<file path="config.mk">
export PLATFORM = sky130hd
export DESIGN_NAME = space_packet_header_parser
export DESIGN_NICKNAME = d
export VERILOG_FILES = /design/src/hdl/spp_pkg.sv /design/src/hdl/spp_cfg.sv /design/src/hdl/spp_core.sv /design/src/hdl/spp_outq.sv /design/src/hdl/space_packet_header_parser.sv
export SDC_FILE = /design/constraint.sdc
export NUM_CORES = 1
export LEC_CHECK = 0
export BUFFER_PORTS_ARGS = -buffer_cell sky130_fd_sc_hd__buf_2
export CORE_MARGIN = 5
export CORE_UTILIZATION = 50
export CTS_BUF_LIST = sky130_fd_sc_hd__clkbuf_2 sky130_fd_sc_hd__clkbuf_4 sky130_fd_sc_hd__clkbuf_8
export CTS_CLUSTER_DIAMETER = 150
export DETAILED_ROUTE_END_ITERATION = 6
export PLACE_DENSITY = 0.84
export SYNTH_ARGS = -nofsm -noshare
export SYNTH_HDL_FRONTEND = slang
export SYNTH_SLANG_ARGS = --single-unit
</file>
<file path="constraint.sdc">
create_clock -name clk_i -period 12 [get_ports clk_i]
set_clock_uncertainty 0.05 [all_clocks]
set_input_delay 1.8 -clock clk_i [delete_from_list [all_inputs] [get_ports clk_i]]
set_output_delay 1.8 -clock clk_i [all_outputs]
set_load 0.02 [all_outputs]
</file>
<file path="src/hdl/spp_pkg.sv">
// Shared types and constants for the space packet header parser.
// Used by every module of the block; it depends on nothing else.
`default_nettype none

package spp_pkg;

  // Packet layout.
  localparam int unsigned PRIMARY_SIZE = 6;
  localparam int unsigned TC_SEC_SIZE  = 5;
  localparam int unsigned TM_SEC_SIZE  = 15;
  localparam int unsigned KEEP_BYTES   = 11;
  localparam int unsigned COUNT_W      = 11;
  localparam int unsigned MAX_PAYLOAD  = 1024;
  localparam int unsigned PUS_VERSION  = 2;
  localparam int unsigned SFLAGS_ALONE = 3;

  // Configuration register indexes (address bit 2 selects the register).
  localparam logic REG_PARSE_EN = 1'b0;
  localparam logic REG_CHECK_EN = 1'b1;

  typedef enum logic [3:0] {
    ST_OK         = 4'd0,
    ST_SHORT      = 4'd1,
    ST_VERSION    = 4'd2,
    ST_TM_SHORT   = 4'd3,
    ST_TC_SHORT   = 4'd4,
    ST_NO_SEC_HDR = 4'd5,
    ST_SEQ_FLAGS  = 4'd6,
    ST_LEN_FIELD  = 4'd7,
    ST_TOO_LARGE  = 4'd8
  } status_e;

  typedef struct packed {
    logic parse_en;
    logic check_en;
  } cfg_t;

  typedef struct packed {
    status_e       status;
    logic          tc;
    logic [10:0]   apid;
    logic [13:0]   seq;
    logic [7:0]    svc;
    logic [7:0]    msg;
    logic [15:0]   src;
    logic [10:0]   size;
  } summary_t;

  // Results caused by one request: an optional payload byte, then an
  // optional end-of-packet summary.
  typedef struct packed {
    logic          pay_valid;
    logic [7:0]    pay_byte;
    logic          pay_run_end;
    logic          sum_valid;
    summary_t      sum;
  } result_t;

endpackage

`default_nettype wire

</file>
<file path="src/hdl/spp_cfg.sv">
// Configuration registers behind an APB-style port.
// Depends on spp_pkg for the register indexes and the cfg_t type.
`default_nettype none

module spp_cfg (
  input  wire logic         clk_i,
  input  wire logic         rst_ni,
  input  wire logic         psel,
  input  wire logic         penable,
  input  wire logic         pwrite,
  input  wire logic [2:0]   paddr,
  input  wire logic [31:0]  pwdata,
  output logic [31:0]       prdata,
  output logic              pready,
  output spp_pkg::cfg_t     cfg_o
);

  logic parse_en_q, parse_en_d;
  logic check_en_q, check_en_d;
  logic wr_en;

  assign pready = 1'b1;
  assign wr_en  = psel & penable & pwrite;

  // Register write decode.
  always_comb begin
    parse_en_d = parse_en_q;
    check_en_d = check_en_q;
    if (wr_en) begin
      case (paddr[2])
        spp_pkg::REG_PARSE_EN: parse_en_d = pwdata[0];
        spp_pkg::REG_CHECK_EN: check_en_d = pwdata[0];
        default: ;
      endcase
    end
  end

  always_ff @(posedge clk_i or negedge rst_ni) begin
    if (!rst_ni) begin
      parse_en_q <= 1'b1;
      check_en_q <= 1'b1;
    end else begin
      parse_en_q <= parse_en_d;
      check_en_q <= check_en_d;
    end
  end

  // Read data.
  always_comb begin
    case (paddr[2])
      spp_pkg::REG_PARSE_EN: prdata = {31'd0, parse_en_q};
      spp_pkg::REG_CHECK_EN: prdata = {31'd0, check_en_q};
      default:               prdata = 32'd0;
    endcase
  end

  assign cfg_o.parse_en = parse_en_q;
  assign cfg_o.check_en = check_en_q;

endmodule

`default_nettype wire

</file>
<file path="src/hdl/spp_core.sv">
// Byte counter, kept header bytes and header decode for one packet byte.
// Depends on spp_pkg for layout constants, status codes and result types.
`default_nettype none

module spp_core #(
  parameter int unsigned MAX_PAYLOAD = spp_pkg::MAX_PAYLOAD
) (
  input  wire logic            clk_i,
  input  wire logic            rst_ni,
  input  wire logic            accept_i,
  input  wire logic [7:0]      packet_byte_i,
  input  wire logic            end_of_packet_i,
  input  wire spp_pkg::cfg_t   cfg_i,
  output spp_pkg::result_t     res_o
);

  localparam int unsigned KB = spp_pkg::KEEP_BYTES;
  localparam int unsigned CW = spp_pkg::COUNT_W;
  localparam logic [CW-1:0] COUNT_MAX = {CW{1'b1}};

  logic [CW-1:0] count_q, count_d, count_w;
  logic [7:0]    hdr_q [KB];
  logic [7:0]    hdr_d [KB];
  logic [7:0]    hdr_w [KB];
  logic [7:0]    first_byte;
  logic [CW-1:0] hdr_end;
  logic          is_payload;

  spp_pkg::summary_t sum;
  logic [CW-1:0]     ecss;
  logic [15:0]       dlen;

  // Header bytes and count as they stand once this byte is taken in.
  always_comb begin
    for (int i = 0; i < KB; i++) begin
      hdr_w[i] = (count_q == CW'(i)) ? packet_byte_i : hdr_q[i];
    end
    count_w = (count_q == COUNT_MAX) ? count_q : count_q + CW'(1);
  end

  // A byte is payload once the primary and secondary headers have gone by.
  assign first_byte = (count_q == '0) ? packet_byte_i : hdr_q[0];
  assign hdr_end    = first_byte[4] ?
                      CW'(spp_pkg::PRIMARY_SIZE + spp_pkg::TC_SEC_SIZE) :
                      CW'(spp_pkg::PRIMARY_SIZE + spp_pkg::TM_SEC_SIZE);
  assign is_payload = (count_q >= hdr_end);

  // State update; the end of a packet clears everything.
  always_comb begin
    count_d = count_q;
    for (int i = 0; i < KB; i++) hdr_d[i] = hdr_q[i];
    if (accept_i) begin
      if (end_of_packet_i) begin
        count_d = '0;
        for (int i = 0; i < KB; i++) hdr_d[i] = 8'd0;
      end else begin
        count_d = count_w;
        for (int i = 0; i < KB; i++) hdr_d[i] = hdr_w[i];
      end
    end
  end

  always_ff @(posedge clk_i or negedge rst_ni) begin
    if (!rst_ni) begin
      count_q <= '0;
      for (int i = 0; i < KB; i++) hdr_q[i] <= 8'd0;
    end else begin
      count_q <= count_d;
      for (int i = 0; i < KB; i++) hdr_q[i] <= hdr_d[i];
    end
  end

  // Summary decode; the first failing check sets the status.
  assign ecss = count_w - CW'(spp_pkg::PRIMARY_SIZE);
  assign dlen = {hdr_w[4], hdr_w[5]};

  always_comb begin
    sum = '0;
    sum.status = spp_pkg::ST_OK;
    if (count_w < CW'(spp_pkg::PRIMARY_SIZE)) begin
      sum.status = spp_pkg::ST_SHORT;
    end else if (!cfg_i.parse_en) begin
      sum.status = spp_pkg::ST_VERSION;
    end else begin
      sum.tc   = hdr_w[0][4];
      sum.apid = {hdr_w[0][2:0], hdr_w[1]};
      if (!sum.tc && (count_w < CW'(spp_pkg::TM_SEC_SIZE))) begin
        sum.status = spp_pkg::ST_TM_SHORT;
      end else if (sum.tc && (count_w < CW'(spp_pkg::TC_SEC_SIZE))) begin
        sum.status = spp_pkg::ST_TC_SHORT;
      end else if (cfg_i.check_en && (hdr_w[0][7:5] != 3'd0)) begin
        sum.status = spp_pkg::ST_VERSION;
      end else if (cfg_i.check_en && !hdr_w[0][3]) begin
        sum.status = spp_pkg::ST_NO_SEC_HDR;
      end else if (cfg_i.check_en && (hdr_w[2][7:6] != 2'(spp_pkg::SFLAGS_ALONE))) begin
        sum.status = spp_pkg::ST_SEQ_FLAGS;
      end else begin
        sum.seq = {hdr_w[2][5:0], hdr_w[3]};
        if (32'(dlen) > MAX_PAYLOAD) begin
          sum.status = spp_pkg::ST_LEN_FIELD;
        end else if (32'(ecss) > MAX_PAYLOAD) begin
          sum.status = spp_pkg::ST_TOO_LARGE;
        end else if (sum.tc) begin
          if (ecss < CW'(spp_pkg::TC_SEC_SIZE)) begin
            sum.status = spp_pkg::ST_TC_SHORT;
          end else if (hdr_w[6][7:4] != 4'(spp_pkg::PUS_VERSION)) begin
            sum.status = spp_pkg::ST_VERSION;
          end else begin
            sum.svc  = hdr_w[7];
            sum.msg  = hdr_w[8];
            sum.src  = {hdr_w[9], hdr_w[10]};
            sum.size = ecss - CW'(spp_pkg::TC_SEC_SIZE);
          end
        end else begin
          if (ecss < CW'(spp_pkg::TM_SEC_SIZE)) begin
            sum.status = spp_pkg::ST_TM_SHORT;
          end else if (hdr_w[6][7:4] != 4'(spp_pkg::PUS_VERSION)) begin
            sum.status = spp_pkg::ST_VERSION;
          end else begin
            sum.svc  = hdr_w[7];
            sum.msg  = hdr_w[8];
            sum.size = ecss - CW'(spp_pkg::TM_SEC_SIZE);
          end
        end
      end
    end
  end

  // Results of this request.
  assign res_o.pay_valid   = accept_i & is_payload;
  assign res_o.pay_byte    = packet_byte_i;
  assign res_o.pay_run_end = ~end_of_packet_i;
  assign res_o.sum_valid   = accept_i & end_of_packet_i;
  assign res_o.sum         = sum;

endmodule

`default_nettype wire

</file>
<file path="src/hdl/spp_outq.sv">
// Result register: holds the payload item and summary of one request and
// hands them out in order. Depends on spp_pkg for the result types.
`default_nettype none

module spp_outq (
  input  wire logic          clk_i,
  input  wire logic          rst_ni,
  input  wire spp_pkg::result_t res_i,
  output logic               load_ok_o,
  output logic               out_valid_o,
  input  wire logic          out_stall_i,
  output logic               item_kind_o,
  output logic [7:0]         payload_byte_o,
  output logic [3:0]         status_o,
  output logic               is_telecommand_o,
  output logic [10:0]        application_id_o,
  output logic [13:0]        sequence_count_o,
  output logic [7:0]         service_type_o,
  output logic [7:0]         message_type_o,
  output logic [15:0]        source_id_o,
  output logic [10:0]        payload_size_o,
  output logic               run_end_o
);

  logic              pay_v_q, pay_v_d;
  logic              sum_v_q, sum_v_d;
  logic [7:0]        pay_byte_q;
  logic              pay_end_q;
  spp_pkg::summary_t sum_q;
  logic              pop;
  logic              load;

  assign out_valid_o = pay_v_q | sum_v_q;
  assign pop         = out_valid_o & ~out_stall_i;

  // A new request may enter when the register is empty after this cycle.
  assign load_ok_o = (~pay_v_q & ~sum_v_q) | (pop & ~(pay_v_q & sum_v_q));
  assign load      = res_i.pay_valid | res_i.sum_valid;

  // Valid bits: the payload item leaves before the summary.
  always_comb begin
    pay_v_d = pay_v_q;
    sum_v_d = sum_v_q;
    if (pop) begin
      if (pay_v_q) pay_v_d = 1'b0;
      else         sum_v_d = 1'b0;
    end
    if (load) begin
      pay_v_d = res_i.pay_valid;
      sum_v_d = res_i.sum_valid;
    end
  end

  always_ff @(posedge clk_i or negedge rst_ni) begin
    if (!rst_ni) begin
      pay_v_q <= 1'b0;
      sum_v_q <= 1'b0;
    end else begin
      pay_v_q <= pay_v_d;
      sum_v_q <= sum_v_d;
    end
  end

  // Result data.
  always_ff @(posedge clk_i) begin
    if (load) begin
      pay_byte_q <= res_i.pay_byte;
      pay_end_q  <= res_i.pay_run_end;
      sum_q      <= res_i.sum;
    end
  end

  // Output select: payload item fields are zero except the byte itself and the run-end flag.
  always_comb begin
    if (pay_v_q) begin
      item_kind_o      = 1'b0;
      payload_byte_o   = pay_byte_q;
      status_o         = spp_pkg::ST_OK;
      is_telecommand_o = 1'b0;
      application_id_o = '0;
      sequence_count_o = '0;
      service_type_o   = '0;
      message_type_o   = '0;
      source_id_o      = '0;
      payload_size_o   = '0;
      run_end_o        = pay_end_q;
    end else begin
      item_kind_o      = 1'b1;
      payload_byte_o   = '0;
      status_o         = sum_q.status;
      is_telecommand_o = sum_q.tc;
      application_id_o = sum_q.apid;
      sequence_count_o = sum_q.seq;
      service_type_o   = sum_q.svc;
      message_type_o   = sum_q.msg;
      source_id_o      = sum_q.src;
      payload_size_o   = sum_q.size;
      run_end_o        = 1'b1;
    end
  end

endmodule

`default_nettype wire

</file>
<file path="src/hdl/space_packet_header_parser.sv">
// Top level of the space packet header parser.
// Depends on spp_pkg, spp_cfg, spp_core and spp_outq.
//
//   Channel  | Handshake                 | Contents
//   ---------+---------------------------+------------------------------------
//   in       | in_valid_i / in_stall_o   | packet_byte_i, end_of_packet_i
//   out      | out_valid_o / out_stall_i | payload item or end-of-packet summary
//   config   | psel, penable, pwrite     | two 1-bit enables at 0x0 and 0x4
//
// Each byte is decoded in the cycle it is accepted and its results sit in the
// result register in the next cycle. One byte per cycle is taken while the
// output drains freely; the final byte of a packet whose last byte is payload
// yields two results and holds the input until the payload item leaves. Reset
// clears the byte count and kept header bytes and sets both enables. A stalled
// output stalls the input once the result register cannot empty in that cycle.
`default_nettype none

module space_packet_header_parser #(
  parameter int unsigned MAX_PAYLOAD = spp_pkg::MAX_PAYLOAD
) (
  input  wire logic         clk_i,
  input  wire logic         rst_ni,
  // Configuration port
  input  wire logic         psel,
  input  wire logic         penable,
  input  wire logic         pwrite,
  input  wire logic [2:0]   paddr,
  input  wire logic [31:0]  pwdata,
  output logic [31:0]       prdata,
  output logic              pready,
  // Input bytes
  input  wire logic         in_valid_i,
  output logic              in_stall_o,
  input  wire logic [7:0]   packet_byte_i,
  input  wire logic         end_of_packet_i,
  // Results
  output logic              out_valid_o,
  input  wire logic         out_stall_i,
  output logic              item_kind_o,
  output logic [7:0]        payload_byte_o,
  output logic [3:0]        status_o,
  output logic              is_telecommand_o,
  output logic [10:0]       application_id_o,
  output logic [13:0]       sequence_count_o,
  output logic [7:0]        service_type_o,
  output logic [7:0]        message_type_o,
  output logic [15:0]       source_id_o,
  output logic [10:0]       payload_size_o,
  output logic              run_end_o
);

  spp_pkg::cfg_t    cfg;
  spp_pkg::result_t res;
  logic             load_ok;
  logic             accept;

  assign in_stall_o = ~load_ok;
  assign accept     = in_valid_i & load_ok;

  spp_cfg u_cfg (
    .clk_i   (clk_i),
    .rst_ni  (rst_ni),
    .psel    (psel),
    .penable (penable),
    .pwrite  (pwrite),
    .paddr   (paddr),
    .pwdata  (pwdata),
    .prdata  (prdata),
    .pready  (pready),
    .cfg_o   (cfg)
  );

  spp_core #(
    .MAX_PAYLOAD (MAX_PAYLOAD)
  ) u_core (
    .clk_i           (clk_i),
    .rst_ni          (rst_ni),
    .accept_i        (accept),
    .packet_byte_i   (packet_byte_i),
    .end_of_packet_i (end_of_packet_i),
    .cfg_i           (cfg),
    .res_o           (res)
  );

  spp_outq u_outq (
    .clk_i            (clk_i),
    .rst_ni           (rst_ni),
    .res_i            (res),
    .load_ok_o        (load_ok),
    .out_valid_o      (out_valid_o),
    .out_stall_i      (out_stall_i),
    .item_kind_o      (item_kind_o),
    .payload_byte_o   (payload_byte_o),
    .status_o         (status_o),
    .is_telecommand_o (is_telecommand_o),
    .application_id_o (application_id_o),
    .sequence_count_o (sequence_count_o),
    .service_type_o   (service_type_o),
    .message_type_o   (message_type_o),
    .source_id_o      (source_id_o),
    .payload_size_o   (payload_size_o),
    .run_end_o        (run_end_o)
  );

endmodule

`default_nettype wire
</file>
==> impl_metrics.ini <==
[outcome]
status = finished, final reports clean

[floorplanning]
core.rowCount = 52
core_sq_mm = 0.02010
die_area_sq_mm = 0.02325
die_y_um = 152.5
initial_core_util = 0.5050
fp.dieW_um = 152.5
ios = 169

[worst_setup_path]
critPathRequiredTime_ns = 12.26
end_kind = register
timing.rr.start = u_core.count_q[0]
worst_setup_path_start_kind = register
crit_start = u_core.count_q[0]
path_cells = ha_1 > and4_1 > nand3_1 > a21boi_0 > inv_1 > ha_1 > inv_1 > o21ai_0 > nor4_4 > xnor2_1 > o311ai_4 > nand4_2 > o32a_1 > mux2i_1
crit_type = reg2reg
cpPeakStageDelay_ns = 0.64
cp.depth = 14
timing.critical_path.slowest_stage_cell = ha_1
crit_fanout = 19
cp_num_buf_inv = 2
rrSetupSlack_ns = 6.63
arrival_ns = 5.63
critPathTopFamily = compound AO/OA/AOI/OAI gates
rr_worst_depth = 14

[drt]
viasPerCell = 5.982
num_vias = 7849
top_layer = met4
routed-wl-met2_um = 11870
routedWlPerCell_um = 19.04
antenna_left = 0
finalWirelength_um = 24980
dr_wl_met3_um = 2226
wl_met1_um = 10460
first_iter_violations = 736
drc = 0
first_pass_iters = 5

[pwr]
power.leakage_nw = 4.921
power_mw = 1.895
p_per_area_mw_per_mm2 = 171.9
vdd_ir_drop_max_mv = 0.08251

[clock_network]
ctsResizeCount = 0
hold_buffers = 0
cts_made_buffers = 17
path_clk_slew_ns = 0.10
clk_path_buf_depth = 2
cts_tree = yes
clk_root_buffer_cell = clkbuf_8
post_cts_buffers = 0
cts_htree_levels = 4
clock_sinks = 181
worstSkewPairLatency_ns = 0.46

[timing]
final-setup-viol-count = 0
hold_viol_final = 0
tightest_slew_ns = 1.125
setup_tns_ns = 0
slew_headroom = 0.2502
maxSlewViolCount = 0
hold_slack_ns = 0.4614
period_share = 0.4471
rsz0062_at_grt = false
fmax_mhz = 186.4
min_period_ns = 5.365

[flow_run]
max_cap_viol_count = 0

[global_route]
grt-ovfl-total = 0
antenna_found_initial = 0
grt_max_degree = 89
grt_pass1_vias = 7316
grt_pass1_wl_um = 39680
grtUsageTotal = 0.2111

[cells_and_area]
nFillCells = 1692
nets = 1091
diodes = 0
area_delta_synth_final_pct = 8.590
finish.utilization = 0.5484
fin_area_sq_mm = 0.01102
layout-drive-gt1-share = 0.1785

[logic_synthesis]
ys_seq_area_frac = 0.4868
netlist_instances = 972
yosysWarnings = 0
syn_area_sq_mm = 0.01015
synth_seq_cells = 181
async_reset_ff_frac = 0.5470
synth_edf_count = 82
avgSynthCellArea_sq_um = 10.44
synthFlopType = dfrtp_1
synthDistinctLibCells = 81

[placed_design]
place_hpwl_um = 16900
numPortBuffers = 103
gp_congestion = 0.9313
place_area_sq_mm = 0.01063

[hold_path]
whs_path_depth = 1
hold_start = u_core.hdr_q[41]
min_path_type = reg2reg
==> worst paths after layout <==
check / end
max: u_outq.sum_q[2]
min: u_core.hdr_q[41]
max reg2reg: u_outq.sum_q[2]
min reg2reg: u_core.hdr_q[41]
max in group asynchronous: u_core.hdr_q[38]
min in group asynchronous: u_outq.sum_v_q
==> placed cells by master (no fill, tap or decap), types with 4 or more instances in the layout <==
cell type and instances:
a211oi_1 5, a21o_1 10, a21oi_1 13, a22o_1 60, a22oi_1 26, a31oi_1 11
and2_1 14, and3_1 5, and4_1 8, buf_2 102, buf_4 5, clkbuf_8 17
clkinv_4 5, clkinv_8 4, conb_1 32, dfrtp_1 96, edfxtp_1 82, ha_1 11
inv_1 18, mux2_2 6, mux2i_1 61, nand2_1 66, nand2b_1 5, nand3_1 19
nand4_1 13, nor2_1 91, nor2b_1 85, nor3_1 11, nor4_1 4, o211a_1 4
o21ai_0 51, o22ai_1 5, or2_2 4, xnor2_1 5
==> through the flow <==
| step | setup WS, ns | std cells |
|---|---|---|
| floorplan | 6.479 | 1002 |
| global placement | 6.884 | 1280 |
| detailed placement | 6.753 | 1280 |
| CTS | 6.708 | 1312 |
| global route | 6.252 | 1312 |
| finish | 6.635 | 1312 |
==> cells by family (layout without fill, tap and decap cells) <==
| kind of cell | Yosys count | in the layout | share of synthesized area |
|---|---|---|---|
| AOI/OAI and AO/OA | 229 | 229 | 0.1728 |
| xor gates and xnor gates | 9 | 9 | 0.008505 |
| adders and majority gates | 12 | 12 | 0.01454 |
| buffers and inverters | 119 | 159 | 0.06002 |
| DFF | 181 | 181 | 0.4868 |
| muxes | 68 | 68 | 0.06815 |
| other | 2 | 32 | 0.0007397 |
| and+or+nand+nor | 352 | 352 | 0.1884 |
==> synthesized netlist by cell type (all sizes together), types with 5 or more instances <==
library cell	number	area (sq um)
nor2b	85	531.8
nor3	13	81.33
a21oi	13	65.06
nand2b	5	31.28
xnor2	6	60.06
mux2i	62	624.4
nand2	68	257.8
and3	7	53.80
ha	11	137.6
nor2	91	341.6
dfrtp	97	2427
nand4	16	127.6
o21ai	53	265.3
a211oi	7	62.56
or2	6	37.53
buf	57	376.6
a22o	60	525.5
a31oi	11	68.82
nand3	21	115.1
o22ai	5	31.28
a22oi	26	195.2
nor4	6	67.56
and4	8	70.07
and2	14	87.58
mux2	6	67.56
inv	20	75.07
edfxtp	82	2462
a2111oi	6	71.32
clkbuf	42	157.7
a21o	10	75.07
==> metal layers <==
layer	up-vias	track usage
met1	3776	0.2856
met4	0	0.05855
met5	-	0
li1	3611	-
met3	42	0.04601
met2	420	0.3465
==> final cells by class <==
class / instances / area (sq um) / area share
Timing Repair Buffer: 107 / 548.0 / 0.04971
Sequential cell: 181 / 4943 / 0.4484
Tap cell: 270 / 337.8 / 0.03064
Clock inverter: 15 / 165.2 / 0.01498
Clock buffer: 17 / 234.0 / 0.02122
Multi-Input combinational cell: 702 / 4721 / 0.4282
Inverter: 20 / 75.07 / 0.006810
==> registers in the layout, indices dropped and copies added (netlist names) <==
register,count
u_cfg.check_en_q,1
u_cfg.parse_en_q,1
u_core.count_q,11
u_core.hdr_q,84
u_outq.pay_byte_q,8
u_outq.pay_end_q,1
u_outq.pay_v_q,1
u_outq.sum_q,73
u_outq.sum_v_q,1
==> power by group <==
group	internal, mW	switching (mW)	total (mW)
clock network	0.156	0.251	0.407
registers	0.762	0.0746	0.836
logic	0.238	0.414	0.652
total	1.16	0.740	1.90
No activity file was read; power rests on OpenSTA's default activity.
